## src/rtl/core/blk2s_pkg.sv

```systemverilog
package blk2s_pkg;

   localparam int BLOCK_WORDS = 16;
   localparam int ROUNDS = 10;
   localparam int DIAG_PHASE = 8;
   localparam int LAST_PHASE = 17;
   localparam int QUEUE_DEPTH_DEFAULT = 2;
   localparam int MAX_DIGEST_BYTES = 32;
   localparam int MAX_KEY_BYTES = 32;
   localparam int KEY_BLOCK_BYTES = 64;

   localparam logic [31:0] PARAM_BASE = 32'h01010000;

   localparam logic CSR_DIGEST_LENGTH = 1'b0;
   localparam logic CSR_KEY_LENGTH = 1'b1;

   localparam logic [31:0] IV_WORDS [8] = '{
      32'h6A09E667, 32'hBB67AE85, 32'h3C6EF372, 32'hA54FF53A,
      32'h510E527F, 32'h9B05688C, 32'h1F83D9AB, 32'h5BE0CD19
   };

   localparam logic [3:0] PERM_TABLE [10][16] = '{
      '{4'd0, 4'd1, 4'd2, 4'd3, 4'd4, 4'd5, 4'd6, 4'd7,
        4'd8, 4'd9, 4'd10, 4'd11, 4'd12, 4'd13, 4'd14, 4'd15},
      '{4'd14, 4'd10, 4'd4, 4'd8, 4'd9, 4'd15, 4'd13, 4'd6,
        4'd1, 4'd12, 4'd0, 4'd2, 4'd11, 4'd7, 4'd5, 4'd3},
      '{4'd11, 4'd8, 4'd12, 4'd0, 4'd5, 4'd2, 4'd15, 4'd13,
        4'd10, 4'd14, 4'd3, 4'd6, 4'd7, 4'd1, 4'd9, 4'd4},
      '{4'd7, 4'd9, 4'd3, 4'd1, 4'd13, 4'd12, 4'd11, 4'd14,
        4'd2, 4'd6, 4'd5, 4'd10, 4'd4, 4'd0, 4'd15, 4'd8},
      '{4'd9, 4'd0, 4'd5, 4'd7, 4'd2, 4'd4, 4'd10, 4'd15,
        4'd14, 4'd1, 4'd11, 4'd12, 4'd6, 4'd8, 4'd3, 4'd13},
      '{4'd2, 4'd12, 4'd6, 4'd10, 4'd0, 4'd11, 4'd8, 4'd3,
        4'd4, 4'd13, 4'd7, 4'd5, 4'd15, 4'd14, 4'd1, 4'd9},
      '{4'd12, 4'd5, 4'd1, 4'd15, 4'd14, 4'd13, 4'd4, 4'd10,
        4'd0, 4'd7, 4'd6, 4'd3, 4'd9, 4'd2, 4'd8, 4'd11},
      '{4'd13, 4'd11, 4'd7, 4'd14, 4'd12, 4'd1, 4'd3, 4'd9,
        4'd5, 4'd0, 4'd15, 4'd4, 4'd8, 4'd6, 4'd2, 4'd10},
      '{4'd6, 4'd15, 4'd14, 4'd9, 4'd11, 4'd3, 4'd0, 4'd8,
        4'd12, 4'd2, 4'd13, 4'd7, 4'd1, 4'd4, 4'd10, 4'd5},
      '{4'd10, 4'd2, 4'd8, 4'd4, 4'd7, 4'd6, 4'd1, 4'd5,
        4'd15, 4'd11, 4'd9, 4'd14, 4'd3, 4'd12, 4'd13, 4'd0}
   };

   typedef enum logic [2:0] {
      ST_IDLE,
      ST_CHECK,
      ST_STORE,
      ST_ROUND,
      ST_FINISH,
      ST_OUT
   } back_state_type;

   typedef struct packed {
      logic [31:0] word;
      logic store;
      logic [2:0] inc;
      logic start;
      logic last;
      logic pad64;
      logic [5:0] digest_len;
      logic [5:0] key_len;
   } entry_type;

   function automatic logic [31:0] byte_mask(input logic [2:0] n);
      logic [31:0] m;
      case (n)
         3'd0: m = 32'h00000000;
         3'd1: m = 32'h000000FF;
         3'd2: m = 32'h0000FFFF;
         3'd3: m = 32'h00FFFFFF;
         default: m = 32'hFFFFFFFF;
      endcase
      return m;
   endfunction

   function automatic logic [31:0] rotr32(input logic [31:0] x, input int n);
      return (x >> n) | (x << (32 - n));
   endfunction

endpackage

```

## src/rtl/core/blk2s_req_if.sv

```systemverilog
interface blk2s_req_if;
   logic valid;
   logic ready;
   logic [31:0] message_word;
   logic [2:0] bytes_valid;
   logic last_word;

   modport source (output valid, message_word, bytes_valid, last_word, input ready);
   modport sink (input valid, message_word, bytes_valid, last_word, output ready);
endinterface

```

## src/rtl/core/blk2s_rsp_if.sv

```systemverilog
interface blk2s_rsp_if;
   logic valid;
   logic ready;
   logic [31:0] digest_word;
   logic [2:0] word_index;
   logic last_result;

   modport source (output valid, digest_word, word_index, last_result, input ready);
   modport sink (input valid, digest_word, word_index, last_result, output ready);
endinterface

```

## src/rtl/core/blk2s_front.sv

```systemverilog
module blk2s_front (
   input logic clock,
   input logic reset,
   blk2s_req_if.sink req_channel,
   input logic csr_write_enable,
   input logic csr_index,
   input logic [5:0] csr_write_data,
   input logic queue_full,
   output logic queue_push,
   output blk2s_pkg::entry_type queue_entry
);
   import blk2s_pkg::*;

   logic [5:0] digest_length_ff, digest_length_in;
   logic [5:0] key_length_ff, key_length_in;
   logic start_ff, start_in;
   logic [6:0] count_ff, count_in;

   logic [5:0] dl_eff, ek_eff;
   logic [2:0] bv_eff, inc;
   logic [6:0] count_eff, count_sum, count_after;
   logic keyed, key_phase, store, accept;

   always_comb begin
      if (digest_length_ff == 6'd0) begin
         dl_eff = 6'd1;
      end else if (digest_length_ff > 6'(MAX_DIGEST_BYTES)) begin
         dl_eff = 6'(MAX_DIGEST_BYTES);
      end else begin
         dl_eff = digest_length_ff;
      end
      ek_eff = (key_length_ff > 6'(MAX_KEY_BYTES)) ? 6'(MAX_KEY_BYTES) : key_length_ff;
      bv_eff = (req_channel.bytes_valid > 3'd4) ? 3'd4 : req_channel.bytes_valid;
      keyed = (ek_eff != 6'd0);
      count_eff = start_ff ? 7'd0 : count_ff;
      key_phase = keyed && (count_eff < 7'(KEY_BLOCK_BYTES));
      store = key_phase || (bv_eff != 3'd0);
      inc = key_phase ? 3'd4 : bv_eff;
      count_sum = count_eff + 7'(inc);
      if (!store) begin
         count_after = count_eff;
      end else if (count_sum > 7'(KEY_BLOCK_BYTES)) begin
         count_after = 7'(KEY_BLOCK_BYTES);
      end else begin
         count_after = count_sum;
      end
      accept = req_channel.valid && !queue_full;
   end

   assign req_channel.ready = !queue_full;
   assign queue_push = accept;

   always_comb begin
      queue_entry.word = req_channel.message_word & byte_mask(bv_eff);
      queue_entry.store = store;
      queue_entry.inc = inc;
      queue_entry.start = start_ff;
      queue_entry.last = req_channel.last_word;
      queue_entry.pad64 = keyed && (count_after < 7'(KEY_BLOCK_BYTES));
      queue_entry.digest_len = dl_eff;
      queue_entry.key_len = ek_eff;
   end

   always_comb begin
      digest_length_in = digest_length_ff;
      key_length_in = key_length_ff;
      start_in = start_ff;
      count_in = count_ff;
      if (csr_write_enable) begin
         case (csr_index)
            CSR_DIGEST_LENGTH: digest_length_in = csr_write_data;
            CSR_KEY_LENGTH: key_length_in = csr_write_data;
            default: ;
         endcase
      end
      if (accept) begin
         start_in = req_channel.last_word;
         count_in = count_after;
      end
   end

   always_ff @(posedge clock) begin
      if (reset) begin
         digest_length_ff <= 6'(MAX_DIGEST_BYTES);
         key_length_ff <= 6'd0;
         start_ff <= 1'b1;
         count_ff <= 7'd0;
      end else begin
         digest_length_ff <= digest_length_in;
         key_length_ff <= key_length_in;
         start_ff <= start_in;
         count_ff <= count_in;
      end
   end
endmodule

```

## src/rtl/core/blk2s_queue.sv

```systemverilog
module blk2s_queue #(
   parameter int DEPTH = blk2s_pkg::QUEUE_DEPTH_DEFAULT
) (
   input logic clock,
   input logic reset,
   input logic push,
   input blk2s_pkg::entry_type push_entry,
   output logic full,
   input logic pop,
   output blk2s_pkg::entry_type pop_entry,
   output logic empty
);
   import blk2s_pkg::*;

   localparam int PTR_W = (DEPTH > 1) ? $clog2(DEPTH) : 1;
   localparam int CNT_W = $clog2(DEPTH + 1);

   entry_type slots_ff [DEPTH];
   logic [PTR_W-1:0] wr_ptr_ff, wr_ptr_in, rd_ptr_ff, rd_ptr_in;
   logic [CNT_W-1:0] count_ff, count_in;
   logic do_push, do_pop;

   assign full = (count_ff == CNT_W'(DEPTH));
   assign empty = (count_ff == '0);
   assign pop_entry = slots_ff[rd_ptr_ff];
   assign do_push = push && !full;
   assign do_pop = pop && !empty;

   always_comb begin
      wr_ptr_in = wr_ptr_ff;
      rd_ptr_in = rd_ptr_ff;
      count_in = count_ff;
      if (do_push) begin
         wr_ptr_in = (wr_ptr_ff == PTR_W'(DEPTH - 1)) ? '0 : wr_ptr_ff + 1'b1;
      end
      if (do_pop) begin
         rd_ptr_in = (rd_ptr_ff == PTR_W'(DEPTH - 1)) ? '0 : rd_ptr_ff + 1'b1;
      end
      if (do_push && !do_pop) begin
         count_in = count_ff + 1'b1;
      end else if (do_pop && !do_push) begin
         count_in = count_ff - 1'b1;
      end
   end

   always_ff @(posedge clock) begin
      if (do_push) begin
         slots_ff[wr_ptr_ff] <= push_entry;
      end
   end

   always_ff @(posedge clock) begin
      if (reset) begin
         wr_ptr_ff <= '0;
         rd_ptr_ff <= '0;
         count_ff <= '0;
      end else begin
         wr_ptr_ff <= wr_ptr_in;
         rd_ptr_ff <= rd_ptr_in;
         count_ff <= count_in;
      end
   end
endmodule

```

## src/rtl/core/blk2s_back.sv

```systemverilog
module blk2s_back (
   input logic clock,
   input logic reset,
   input logic queue_empty,
   input blk2s_pkg::entry_type queue_entry,
   output logic queue_pop,
   blk2s_rsp_if.source rsp_channel
);
   import blk2s_pkg::*;

   back_state_type state_ff, state_in;
   entry_type cur_ff, cur_in;
   logic [31:0] chain_ff [8];
   logic [31:0] chain_in [8];
   logic [31:0] buf_ff [16];
   logic [31:0] v_ff [4][4];
   logic [31:0] v_in [4][4];
   logic [4:0] wc_ff, wc_in;
   logic [4:0] fill_ff, fill_in;
   logic [63:0] counter_ff, counter_in;
   logic fin_ff, fin_in;
   logic [4:0] phase_ff, phase_in;
   logic [3:0] round_ff, round_in;
   logic [2:0] k_ff, k_in;
   logic rsp_valid_ff, rsp_valid_in;
   logic [31:0] rsp_word_ff, rsp_word_in;
   logic [2:0] rsp_index_ff, rsp_index_in;
   logic rsp_last_ff, rsp_last_in;

   logic take, buf_write, start_compress, last_round_step, out_load;
   logic [63:0] counter_st, counter_fin, init_counter;
   logic [4:0] fill_st;
   logic [4:0] phase_m1;
   logic [3:0] msg_j, msg_idx;
   logic [31:0] msg_word, ga, gb, gc, gd, ga1, gb1, gc1, gd1;
   logic half_step, second_half;
   logic [31:0] gtmp [4][4];
   logic [3:0] n_words;
   logic [5:0] left;
   logic [2:0] left_bytes;

   always_comb begin
      counter_st = cur_ff.store ? counter_ff + 64'(cur_ff.inc) : counter_ff;
      counter_fin = (cur_ff.pad64 && cur_ff.last) ? 64'(KEY_BLOCK_BYTES) : counter_st;
      fill_st = cur_ff.store ? wc_ff + 5'd1 : wc_ff;
      last_round_step = (phase_ff == 5'(LAST_PHASE)) && (round_ff == 4'(ROUNDS - 1));
      n_words = 4'((7'(cur_ff.digest_len) + 7'd3) >> 2);
      left = cur_ff.digest_len - {1'b0, k_ff, 2'b00};
      left_bytes = (left >= 6'd4) ? 3'd4 : left[2:0];
      out_load = !rsp_valid_ff || rsp_channel.ready;
   end

   always_comb begin
      state_in = state_ff;
      case (state_ff)
         ST_IDLE: begin
            if (!queue_empty) begin
               state_in = ST_CHECK;
            end
         end
         ST_CHECK: begin
            state_in = (cur_ff.store && (wc_ff == 5'(BLOCK_WORDS))) ? ST_ROUND : ST_STORE;
         end
         ST_STORE: begin
            state_in = cur_ff.last ? ST_ROUND : ST_IDLE;
         end
         ST_ROUND: begin
            if (last_round_step) begin
               state_in = ST_FINISH;
            end
         end
         ST_FINISH: begin
            state_in = fin_ff ? ST_OUT : ST_STORE;
         end
         ST_OUT: begin
            if (out_load && ({1'b0, k_ff} + 4'd1 == n_words)) begin
               state_in = ST_IDLE;
            end
         end
         default: state_in = ST_IDLE;
      endcase
   end

   always_comb begin
      take = 1'b0;
      buf_write = 1'b0;
      start_compress = 1'b0;
      init_counter = counter_ff;
      case (state_ff)
         ST_IDLE: take = !queue_empty;
         ST_CHECK: start_compress = cur_ff.store && (wc_ff == 5'(BLOCK_WORDS));
         ST_STORE: begin
            buf_write = cur_ff.store;
            start_compress = cur_ff.last;
            init_counter = counter_fin;
         end
         default: ;
      endcase
   end

   assign queue_pop = take;

   always_comb begin
      phase_m1 = phase_ff - 5'd1;
      msg_j = (phase_ff < 5'(DIAG_PHASE)) ? phase_ff[3:0] : phase_m1[3:0];
      msg_idx = PERM_TABLE[round_ff][msg_j];
      msg_word = ({1'b0, msg_idx} < fill_ff) ? buf_ff[msg_idx] : 32'h0;
      half_step = (phase_ff != 5'(DIAG_PHASE)) && (phase_ff != 5'(LAST_PHASE));
      second_half = (phase_ff < 5'(DIAG_PHASE)) ? phase_ff[0] : !phase_ff[0];
      ga = v_ff[0][0];
      gb = v_ff[1][0];
      gc = v_ff[2][0];
      gd = v_ff[3][0];
      ga1 = ga + gb + msg_word;
      gd1 = second_half ? rotr32(gd ^ ga1, 8) : rotr32(gd ^ ga1, 16);
      gc1 = gc + gd1;
      gb1 = second_half ? rotr32(gb ^ gc1, 7) : rotr32(gb ^ gc1, 12);
      gtmp = v_ff;
      gtmp[0][0] = ga1;
      gtmp[1][0] = gb1;
      gtmp[2][0] = gc1;
      gtmp[3][0] = gd1;
   end

   always_comb begin
      cur_in = cur_ff;
      chain_in = chain_ff;
      v_in = v_ff;
      wc_in = wc_ff;
      fill_in = fill_ff;
      counter_in = counter_ff;
      fin_in = fin_ff;
      phase_in = phase_ff;
      round_in = round_ff;
      k_in = k_ff;
      rsp_valid_in = rsp_valid_ff;
      rsp_word_in = rsp_word_ff;
      rsp_index_in = rsp_index_ff;
      rsp_last_in = rsp_last_ff;

      if (rsp_valid_ff && rsp_channel.ready) begin
         rsp_valid_in = 1'b0;
      end

      if (take) begin
         cur_in = queue_entry;
         if (queue_entry.start) begin
            for (int i = 0; i < 8; i++) begin
               chain_in[i] = IV_WORDS[i];
            end
            chain_in[0] = IV_WORDS[0] ^ PARAM_BASE ^ {18'h0, queue_entry.key_len, 8'h00}
               ^ {26'h0, queue_entry.digest_len};
            counter_in = 64'h0;
            wc_in = 5'd0;
         end
      end

      if (buf_write) begin
         wc_in = wc_ff + 5'd1;
      end
      if (state_ff == ST_STORE) begin
         counter_in = counter_fin;
      end

      if (start_compress) begin
         for (int c = 0; c < 4; c++) begin
            v_in[0][c] = chain_ff[c];
            v_in[1][c] = chain_ff[c + 4];
            v_in[2][c] = IV_WORDS[c];
         end
         v_in[3][0] = IV_WORDS[4] ^ init_counter[31:0];
         v_in[3][1] = IV_WORDS[5] ^ init_counter[63:32];
         v_in[3][2] = cur_ff.last && (state_ff == ST_STORE) ? ~IV_WORDS[6] : IV_WORDS[6];
         v_in[3][3] = IV_WORDS[7];
         fin_in = (state_ff == ST_STORE);
         fill_in = (state_ff == ST_STORE) ? fill_st : 5'(BLOCK_WORDS);
         phase_in = 5'd0;
         round_in = 4'd0;
      end

      if (state_ff == ST_ROUND) begin
         if (half_step) begin
            if (second_half) begin
               for (int r = 0; r < 4; r++) begin
                  for (int c = 0; c < 4; c++) begin
                     v_in[r][c] = gtmp[r][(c + 1) & 3];
                  end
               end
            end else begin
               v_in = gtmp;
            end
         end else if (phase_ff == 5'(DIAG_PHASE)) begin
            for (int r = 0; r < 4; r++) begin
               for (int c = 0; c < 4; c++) begin
                  v_in[r][c] = v_ff[r][(c + r) & 3];
               end
            end
         end else begin
            for (int r = 0; r < 4; r++) begin
               for (int c = 0; c < 4; c++) begin
                  v_in[r][c] = v_ff[r][(c + 4 - r) & 3];
               end
            end
         end
         if (phase_ff == 5'(LAST_PHASE)) begin
            phase_in = 5'd0;
            round_in = round_ff + 4'd1;
         end else begin
            phase_in = phase_ff + 5'd1;
         end
      end

      if (state_ff == ST_FINISH) begin
         for (int c = 0; c < 4; c++) begin
            chain_in[c] = chain_ff[c] ^ v_ff[0][c] ^ v_ff[2][c];
            chain_in[c + 4] = chain_ff[c + 4] ^ v_ff[1][c] ^ v_ff[3][c];
         end
         if (fin_ff) begin
            k_in = 3'd0;
         end else begin
            wc_in = 5'd0;
         end
      end

      if ((state_ff == ST_OUT) && out_load) begin
         rsp_valid_in = 1'b1;
         rsp_word_in = chain_ff[k_ff] & byte_mask(left_bytes);
         rsp_index_in = k_ff;
         rsp_last_in = ({1'b0, k_ff} + 4'd1 == n_words);
         k_in = k_ff + 3'd1;
      end
   end

   always_ff @(posedge clock) begin
      if (buf_write) begin
         buf_ff[wc_ff[3:0]] <= cur_ff.word;
      end
   end

   always_ff @(posedge clock) begin
      cur_ff <= cur_in;
      chain_ff <= chain_in;
      v_ff <= v_in;
      fill_ff <= fill_in;
      counter_ff <= counter_in;
      fin_ff <= fin_in;
      phase_ff <= phase_in;
      round_ff <= round_in;
      k_ff <= k_in;
      rsp_word_ff <= rsp_word_in;
      rsp_index_ff <= rsp_index_in;
      rsp_last_ff <= rsp_last_in;
   end

   always_ff @(posedge clock) begin
      if (reset) begin
         state_ff <= ST_IDLE;
         wc_ff <= 5'd0;
         rsp_valid_ff <= 1'b0;
      end else begin
         state_ff <= state_in;
         wc_ff <= wc_in;
         rsp_valid_ff <= rsp_valid_in;
      end
   end

   assign rsp_channel.valid = rsp_valid_ff;
   assign rsp_channel.digest_word = rsp_word_ff;
   assign rsp_channel.word_index = rsp_index_ff;
   assign rsp_channel.last_result = rsp_last_ff;

   assert property (@(posedge clock) disable iff (reset) wc_ff <= 5'(BLOCK_WORDS))
      else $error("Block word count went past a full block.");

   assert property (@(posedge clock) disable iff (reset)
      (state_ff == ST_ROUND) |-> (round_ff < 4'(ROUNDS)) && (phase_ff <= 5'(LAST_PHASE)))
      else $error("Round sequencer left its range.");

   assert property (@(posedge clock) disable iff (reset)
      (state_ff == ST_OUT) |-> ({1'b0, k_ff} < n_words))
      else $error("Digest word index past the digest length.");

   assert property (@(posedge clock) disable iff (reset)
      take |=> (state_ff == ST_CHECK) && !queue_pop)
      else $error("Queue popped while an item was still in progress.");
endmodule

```

## src/rtl/core/blake2s_hash_engine.sv

```systemverilog
// BLAKE2s hash engine with a digest of 1 to 32 bytes, keyed or unkeyed.
// The req channel takes one little-endian message word per item with its
// count of valid bytes and a last-of-message mark; a keyed message starts
// with the 16-word key block. The csr port sets digest length (index 0) and
// key length (index 1); write it only while the engine is idle.
// A front stage masks and classifies each item and places it in a short
// queue, so items are taken while a block is being compressed.
// The back stage stores words and runs the compression on one shared
// half-G unit, 10 rounds; each round runs the column half-G steps, a
// diagonal rotation, the diagonal half-G steps and a rotation back. The
// item that starts a new block first compresses the full one before it.
// It takes one item at a time; the next one waits in the queue meanwhile.
// After the last item the final block is compressed and the digest goes
// out on the rsp channel as ceil(digest_length / 4) items, one per cycle
// while the receiver is ready, from an output register.
// A stalled receiver holds that register; the back stage then waits and
// the queue fills until req ready drops.
// Reset clears the FSM, counts and rsp valid; no clearing pass is needed.
module blake2s_hash_engine #(
   parameter int QUEUE_DEPTH = blk2s_pkg::QUEUE_DEPTH_DEFAULT
) (
   input logic clock,
   input logic reset,
   blk2s_req_if.sink req_channel,
   blk2s_rsp_if.source rsp_channel,
   input logic csr_write_enable,
   input logic csr_index,
   input logic [5:0] csr_write_data
);
   import blk2s_pkg::*;

   entry_type push_entry, pop_entry;
   logic push, full, pop, empty;

   blk2s_front u_front (
      .clock(clock),
      .reset(reset),
      .req_channel(req_channel),
      .csr_write_enable(csr_write_enable),
      .csr_index(csr_index),
      .csr_write_data(csr_write_data),
      .queue_full(full),
      .queue_push(push),
      .queue_entry(push_entry)
   );

   blk2s_queue #(.DEPTH(QUEUE_DEPTH)) u_queue (
      .clock(clock),
      .reset(reset),
      .push(push),
      .push_entry(push_entry),
      .full(full),
      .pop(pop),
      .pop_entry(pop_entry),
      .empty(empty)
   );

   blk2s_back u_back (
      .clock(clock),
      .reset(reset),
      .queue_empty(empty),
      .queue_entry(pop_entry),
      .queue_pop(pop),
      .rsp_channel(rsp_channel)
   );
endmodule

```

## src/flat_wrapper.sv

```systemverilog
// flat-port wrapper written by rule: the top's interface ports become plain ports
module blake2s_hash_engine_flat import blk2s_pkg::*;
#(
   parameter int QUEUE_DEPTH = blk2s_pkg::QUEUE_DEPTH_DEFAULT
)
  (clock, reset, csr_write_enable, csr_index, csr_write_data, req_channel_valid, req_channel_message_word, req_channel_bytes_valid, req_channel_last_word, req_channel_ready, rsp_channel_valid, rsp_channel_digest_word, rsp_channel_word_index, rsp_channel_last_result, rsp_channel_ready);
  blk2s_req_if req_channel_i ();
  blk2s_rsp_if rsp_channel_i ();
  input logic clock;
  input logic reset;
  input logic csr_write_enable;
  input logic csr_index;
  input logic [5:0] csr_write_data;
  input wire logic [$bits(req_channel_i.valid)-1:0] req_channel_valid;
  input wire logic [$bits(req_channel_i.message_word)-1:0] req_channel_message_word;
  input wire logic [$bits(req_channel_i.bytes_valid)-1:0] req_channel_bytes_valid;
  input wire logic [$bits(req_channel_i.last_word)-1:0] req_channel_last_word;
  output wire logic [$bits(req_channel_i.ready)-1:0] req_channel_ready;
  output wire logic [$bits(rsp_channel_i.valid)-1:0] rsp_channel_valid;
  output wire logic [$bits(rsp_channel_i.digest_word)-1:0] rsp_channel_digest_word;
  output wire logic [$bits(rsp_channel_i.word_index)-1:0] rsp_channel_word_index;
  output wire logic [$bits(rsp_channel_i.last_result)-1:0] rsp_channel_last_result;
  input wire logic [$bits(rsp_channel_i.ready)-1:0] rsp_channel_ready;
  assign req_channel_i.valid = req_channel_valid;
  assign req_channel_i.message_word = req_channel_message_word;
  assign req_channel_i.bytes_valid = req_channel_bytes_valid;
  assign req_channel_i.last_word = req_channel_last_word;
  assign req_channel_ready = req_channel_i.ready;
  assign rsp_channel_valid = rsp_channel_i.valid;
  assign rsp_channel_digest_word = rsp_channel_i.digest_word;
  assign rsp_channel_word_index = rsp_channel_i.word_index;
  assign rsp_channel_last_result = rsp_channel_i.last_result;
  assign rsp_channel_i.ready = rsp_channel_ready;
  blake2s_hash_engine #(.QUEUE_DEPTH(QUEUE_DEPTH)) u_core (.clock(clock), .reset(reset), .req_channel(req_channel_i), .rsp_channel(rsp_channel_i), .csr_write_enable(csr_write_enable), .csr_index(csr_index), .csr_write_data(csr_write_data));
endmodule
```

## config.mk

```make
export PLATFORM = sky130hd
export DESIGN_NAME = blake2s_hash_engine_flat
export DESIGN_NICKNAME = d
export VERILOG_FILES = /design/src/rtl/core/blk2s_pkg.sv /design/src/rtl/core/blk2s_req_if.sv /design/src/rtl/core/blk2s_rsp_if.sv /design/src/rtl/core/blk2s_front.sv /design/src/rtl/core/blk2s_queue.sv /design/src/rtl/core/blk2s_back.sv /design/src/rtl/core/blake2s_hash_engine.sv /design/src/flat_wrapper.sv
export SDC_FILE = /design/constraint.sdc
export NUM_CORES = 2
export LEC_CHECK = 0
export BUFFER_PORTS_ARGS = -buffer_cell sky130_fd_sc_hd__buf_2
export CAP_MARGIN = 10
export CORE_MARGIN = 3
export CORE_UTILIZATION = 65
export CTS_BUF_LIST = sky130_fd_sc_hd__clkbuf_4 sky130_fd_sc_hd__clkbuf_8
export DETAILED_ROUTE_END_ITERATION = 7
export PLACE_DENSITY = 0.82
export SETUP_SLACK_MARGIN = 0.02
export SYNTH_ARGS = -nofsm -noshare
export SYNTH_HDL_FRONTEND = slang
export SYNTH_SLANG_ARGS = --single-unit
```

## constraint.sdc

```tcl
create_clock -name clock -period 23 [get_ports clock]
set_input_delay 2.3 -clock clock [delete_from_list [all_inputs] [get_ports clock]]
set_output_delay 2.3 -clock clock [all_outputs]
set_load 0.05 [all_outputs]
```

### Yosys cells after proc, flatten, opt, wreduce, memory -nomap -nowiden

Memory sizes are Yosys's and may differ from the RTL's. A register that Yosys moved wholly into a read port is not among the register bits.
Index checks and enable logic that the tools add are counted.

* add/subtract/negate cells: 17
* $lt $le $gt $ge: 12
* eq/ne operators: 25
* muxes and demuxes: 77
* bitwise gates (word level): 32
* reduce and logical (&&, ||, !) cells: 48

Operators with widths (count)
* $mux 512: 4
* $mux 256: 3
* $xor 32x32->32: 18
* $mux 64: 8
* $mux 384: 1
* $pmux 32 s4: 2
* $mux 32: 7
* $add 32x32->32: 3
* $bmux 32 s3: 1
* $add 64x3->64: 1
* $and 32x32->32: 2
* $mux 5: 9
* $or 16x32->32: 1
* $or 20x32->32: 1
* $or 24x32->32: 1
* $or 25x32->32: 1
* $xor 31x6->31: 1
* $mux 3: 10
* $mux 4: 6
* $mux 7: 3
* $eq 3x2->1 const B: 6
* $mux 6: 3
* $pmux 3 s6: 1
* $reduce_bool 2->1: 9
* other kinds (51): 109

* register bits: 963
* RAM bits: 614
* bits in read-only memories: 1024
* bits of input ports: 48
* output and inout port bits: 38
* logic and storage cells: 263
* memories: 3

Memory list
* (no name shown): depth 16, bits a word 64, rd ports 1, clocked after Yosys merged registers in 0, write ports 0, line blk2s_back.sv:106 `msg_idx = PERM_TABLE[round_ff][msg_j];`
* u_core.u_back.buf_ff: depth 16, bits a word 32, rd ports 1, clocked after Yosys merged registers in 0, write ports 1, line blk2s_back.sv:15 `logic [31:0] buf_ff [16];`
* u_core.u_queue.slots_ff: depth 2, bits a word 51, rd ports 1, clocked after Yosys merged registers in 1, write ports 1, line blk2s_queue.sv:18 `entry_type slots_ff [DEPTH];`

### Longest topological paths before layout

* depth after elaboration: 20
* mapped depth: 52
* gate-level depth less buffers: 45

### By module

From an unflattened synthesis, not the netlist that was laid out.

* cells, all modules: 6299
* area, all modules: 78082.4 sq um

Modules (own cells, without submodules)
* blk2s_back: times used 1, cells an instance 5916, area an instance 72682.2 sq um, seq. area each 43441.7 sq um
* blk2s_queue: times used 1, cells an instance 184, area an instance 3885.0 sq um, seq. area each 3163.0 sq um
* blk2s_front: times used 1, cells an instance 199, area an instance 1515.2 sq um, seq. area each 400.4 sq um

### Worst setup path after synthesis

Ideal clock, no wire load.

* kind: reg-to-reg
* start point: register u_core.u_back.phase_ff[4]
* end point: register u_core.u_back.v_ff, in the netlist u_core.u_back.gtmp[0] (enable)
* setup time: 1034 ps
* data arrival time: 15794 ps
* data required time: 21966 ps
* setup slack: 6171 ps
* cell stages (with the launch flop): 10
* buffers on the path: 5
* period minus slack after synthesis: 16829 ps
* cell sequence: edfxtp_1 -> buf_6 -> o21a_1 -> nor2_4 -> buf_6 -> buf_2 -> buf_1 -> nor2_1 -> clkbuf_1 -> a21oi_1

* longest elaborated chain between the ends: 4
* elaborated cells on any way between the ends: 7
* those cells by class: order compare (1); eq/ne (3); mux (1); reduce/logical (2)

RTL lines
* start: declaration: line blk2s_back.sv:22 `logic [4:0] phase_ff, phase_in;`
* start signal: assignment: line blk2s_back.sv:247 `phase_ff <= phase_in;`
* $lt 5x4->1 (tied with other cells): line blk2s_back.sv:109 `second_half = (phase_ff < 5'(DIAG_PHASE)) ? phase_ff[0] : !phase_ff[0];`
* $mux 1 / $logic_and 1x1->1 (equally long branches): line blk2s_back.sv:109, blk2s_back.sv:108
* $ne 3x3->1 (no line) (*)
* $reduce_and 2->1 (no line) (*)
* end signal: assignment: line blk2s_back.sv:243 `v_ff <= v_in;`
* end: declaration: line blk2s_back.sv:16 `logic [31:0] v_ff [4][4];`

Mark *: on every way between the ends. The rest lies on a longest branch, timed or not.
A chain may end at the register's enable or synchronous reset.

==> summary.md <==
| Metric | Value |
|---|---|
| Status | `complete, but fails checks` |
| Most frequent cells in the layout | `edfxtp_1 (1540), nor2_1 (529), nand2_1 (440), xnor2_1 (370), xor2_1 (352)` |
| Clock slew at reported path FFs | `0.06 ns` |
| CP endpoint kind | `flip-flop` |
| Mapped Nets | `6169` |
| Register area share after synthesis | `0.6046` |
| Mean post-synth cell area | `12.98 um2` |
| Period minus WS final | `15.04 ns` |
| Worst Hold Class | `reg -> reg` |
| Crit path from | `u_core.u_back.round_ff[1]` |
| Commonest non-fill, non-tap cell in the layout | `edfxtp_1` |
| Worst slew margin | `-0.1332` |
| Sink Count | `1578` |
| DRT Pass-1 Iters | `8` |
| DR DRC count | `97` |
| HP Start | `u_core.u_front.count_ff[0]` |
| # H-tree levels | `5` |
| Root Driver | `clkbuf_8` |
| CP required | `23.65 ns` |
| Slew Limit Fails | `1` |
| ANT nets after route | `0` |
| Initial antenna violation count | `11` |
| Final HPWL DP | `158.1 mm` |
| Peak Freq | `66.49 MHz` |
| CP top delay family | `compound AO/OA/AOI/OAI gates` |
| Vias in the first global route | `53560` |
| Chip width | `351.8 um` |
| Critical path's largest stage delay | `0.97 ns` |
| Core area | `0.1184 mm2` |
| Skew final | `0.07901 ns` |
| Final Hold Viols | `0` |
| Startpoint types | `flip-flop` |
| Setup total negative slack | `0 ns` |
| Post-CTS Hold Buffers | `0` |
| Routed WL per cell | `31.83 um` |
| Worst R2R Start | `u_core.u_back.round_ff[1]` |
| Max_cap viols | `0` |
| Starting Density | `0.6566` |
| Yosys cell types | `88` |
| Die Ht | `351.8 um` |
| Final nets | `6277` |
| Slowest-stage cell, CP | `buf_4` |
| IO Pins | `86` |
| Die area | `0.1238 mm2` |
| PortBufs | `85` |
| Global-route wire length before repair | `360.0 mm` |
| Post-CTS setup buffer count | `0` |
| 1st-iter DRT viols | `10200` |
| GRT overflow | `0` |
| Netlist Area Pre-Place | `0.07774 mm2` |
| Layout cells sized above 1 | `0.1487` |
| Failing checks | `design-rule violations, max-slew violations` |
| Synth Warn # | `0` |
| Worst-margin pin slew | `1.700 ns` |
| RSZ-0062 raised after global routing | `false` |
| Fraction of registers with async set/reset | `0` |
| WS Path Type | `reg -> reg` |
| Vias per cell | `7.095` |
| EDFF count, synth | `1540` |
| FP Rows | `126` |
| Crit path buf inv count | `5` |
| Crit-path most repeated cell | `a21oi_1` |
| Post-Route WL | `251.2 mm` |
| Num CTS Buffers | `275` |
| Critical path arrival | `15.69 ns` |
| Setup violators final | `0` |
| Largest net degree at the start of global routing | `159` |
| GRT Util Overall | `0.4028` |
| CTS Buffer Depth | `4` |
| Ys flop type | `edfxtp_1` |
| Gpl congestion | `1.013` |
| Yosys reg bits | `1578` |
| Area grow syn2layout | `9.203%` |
| Max FO, Critical Path | `70` |
| TritonCTS clock tree | `done` |
| Cells after Synth | `5991` |
| Period utilization | `0.6539` |
| Clock latency on the worst-skew pair | `1.04 ns` |
| CTS resizes | `0` |
| Vias | `55990` |
| Fill cells | `7672` |
==> metal layers <==
metal,wire length [um],GRT usage,up-vias,share of wire
li1,-,-,22970,-
met1,89600,0.5484,27160,0.36
met2,102900,0.5462,4964,0.41
met3,43540,0.1773,882,0.17
met4,14840,0.2093,12,0.059
met5,265,0.01020,-,0.0011
==> Yosys cell counts, drive strengths merged, types with 21 or more instances <==
cell    instances  area share
nor3           34      0.0023
a21o           37      0.0036
mux2          171       0.025
fa             36      0.0093
nand3          50      0.0033
a211oi        157       0.015
o22ai          40      0.0032
mux4           64       0.019
a221o          64      0.0082
buf            87      0.0077
clkbuf        300       0.014
ha             94       0.015
a22o          146       0.016
nand2         453       0.022
and3           55      0.0045
nor2          552       0.027
mux2i         188       0.024
and2           21      0.0017
xor2          352       0.040
a21oi         307       0.020
inv           119      0.0057
nor2b          49      0.0039
a31oi          22      0.0018
a222oi        114       0.015
a22oi          33      0.0032
dfxtp          38      0.0098
a221oi         88      0.0099
xnor2         370       0.042
edfxtp       1540        0.59
o21ai         212       0.014
==> flip-flops by register name, indices dropped and copies added (netlist names), 4 cells and up, named ones only <==
name	count
u_core.u_front.key_length_ff	6
u_core.u_back.gc	32
u_core.u_back.phase_ff	5
u_core.u_back.gtmp	384
u_core.u_back.round_ff	4
u_core.u_back.chain_ff	256
u_core.u_back.fill_ff	5
u_core.u_queue.slots_ff	102
u_core.u_back.buf_ff	512
u_core.u_back.rsp_channel.digest_word	32
u_core.u_back.gb	32
u_core.u_back.wc_ff	5
u_core.u_front.digest_length_ff	6
u_core.u_back.gd	32
u_core.u_back.cur_ff	44
u_core.u_back.counter_ff	64
u_core.u_back.ga	32
u_core.u_front.count_ff	7
==> cells by family (layout without fill, tap and decap cells) <==
| family | Yosys count | in the layout | share of synthesized area |
|---|---|---|---|
| other | 0 | 10 | 0 |
| flip-flops | 1578 | 1578 | 0.6046 |
| multiplexers | 423 | 423 | 0.06752 |
| XOR/XNOR | 723 | 723 | 0.08163 |
| buffers and inverters | 509 | 799 | 0.02804 |
| AO/OA/AOI/OAI | 1341 | 1341 | 0.1229 |
| AND/OR/NAND/NOR | 1287 | 1287 | 0.07090 |
| adder cells (fa/ha/maj) | 130 | 130 | 0.02440 |
==> cell type report <==
cell class / instances / area, um2 / area share
inverter: 122 / 457.9 / 0.005394
antenna: 10 / 25.02 / 0.0002948
timing repair buffer: 218 / 1461 / 0.01721
multi-input combinational: 3904 / 28920 / 0.3406
clock buffer: 365 / 4504 / 0.05306
clock inverter: 94 / 520.5 / 0.006131
tap: 1600 / 2002 / 0.02358
sequential: 1578 / 47010 / 0.5537
==> worst paths after layout <==
check / cells after the start / slack (ns) / to
setup / recovery: 43 / 7.96 / u_core.u_back.gb[18]
hold / removal: 2 / 0.45 / u_core.u_front.count_ff[0]
hold reg to reg: 2 / 0.45 / u_core.u_front.count_ff[0]
setup reg to reg: 43 / 7.96 / u_core.u_back.gb[18]
==> through the flow <==
| step | utilization | hold slack (ns) | setup WS (ns) | std cells | instance area, um2 |
|---|---|---|---|---|---|
| floorplan | - | 0.4237 | 6.171 | 5991 | 77740 |
| global placement | 0.6744 | 0.4395 | 8.705 | 7422 | 79850 |
| detailed placement | 0.6744 | 0.4484 | 8.394 | 7422 | 79850 |
| CTS | 0.7168 | 0.4568 | 8.303 | 7881 | 84870 |
| global route | 0.7169 | 0.4800 | 7.245 | 7884 | 84880 |
| finish | 0.7171 | 0.4531 | 7.961 | 7891 | 84900 |
==> worst min-delay path, cell delays in order, from the launching register on <==
cell     delay [ns]
dfxtp_1        0.31
nand2_1        0.05
a21oi_1        0.05
Power is left out: the tool's default activity adds up to more than one toggle a clock period on the data nets, which glitch-free logic cannot reach.
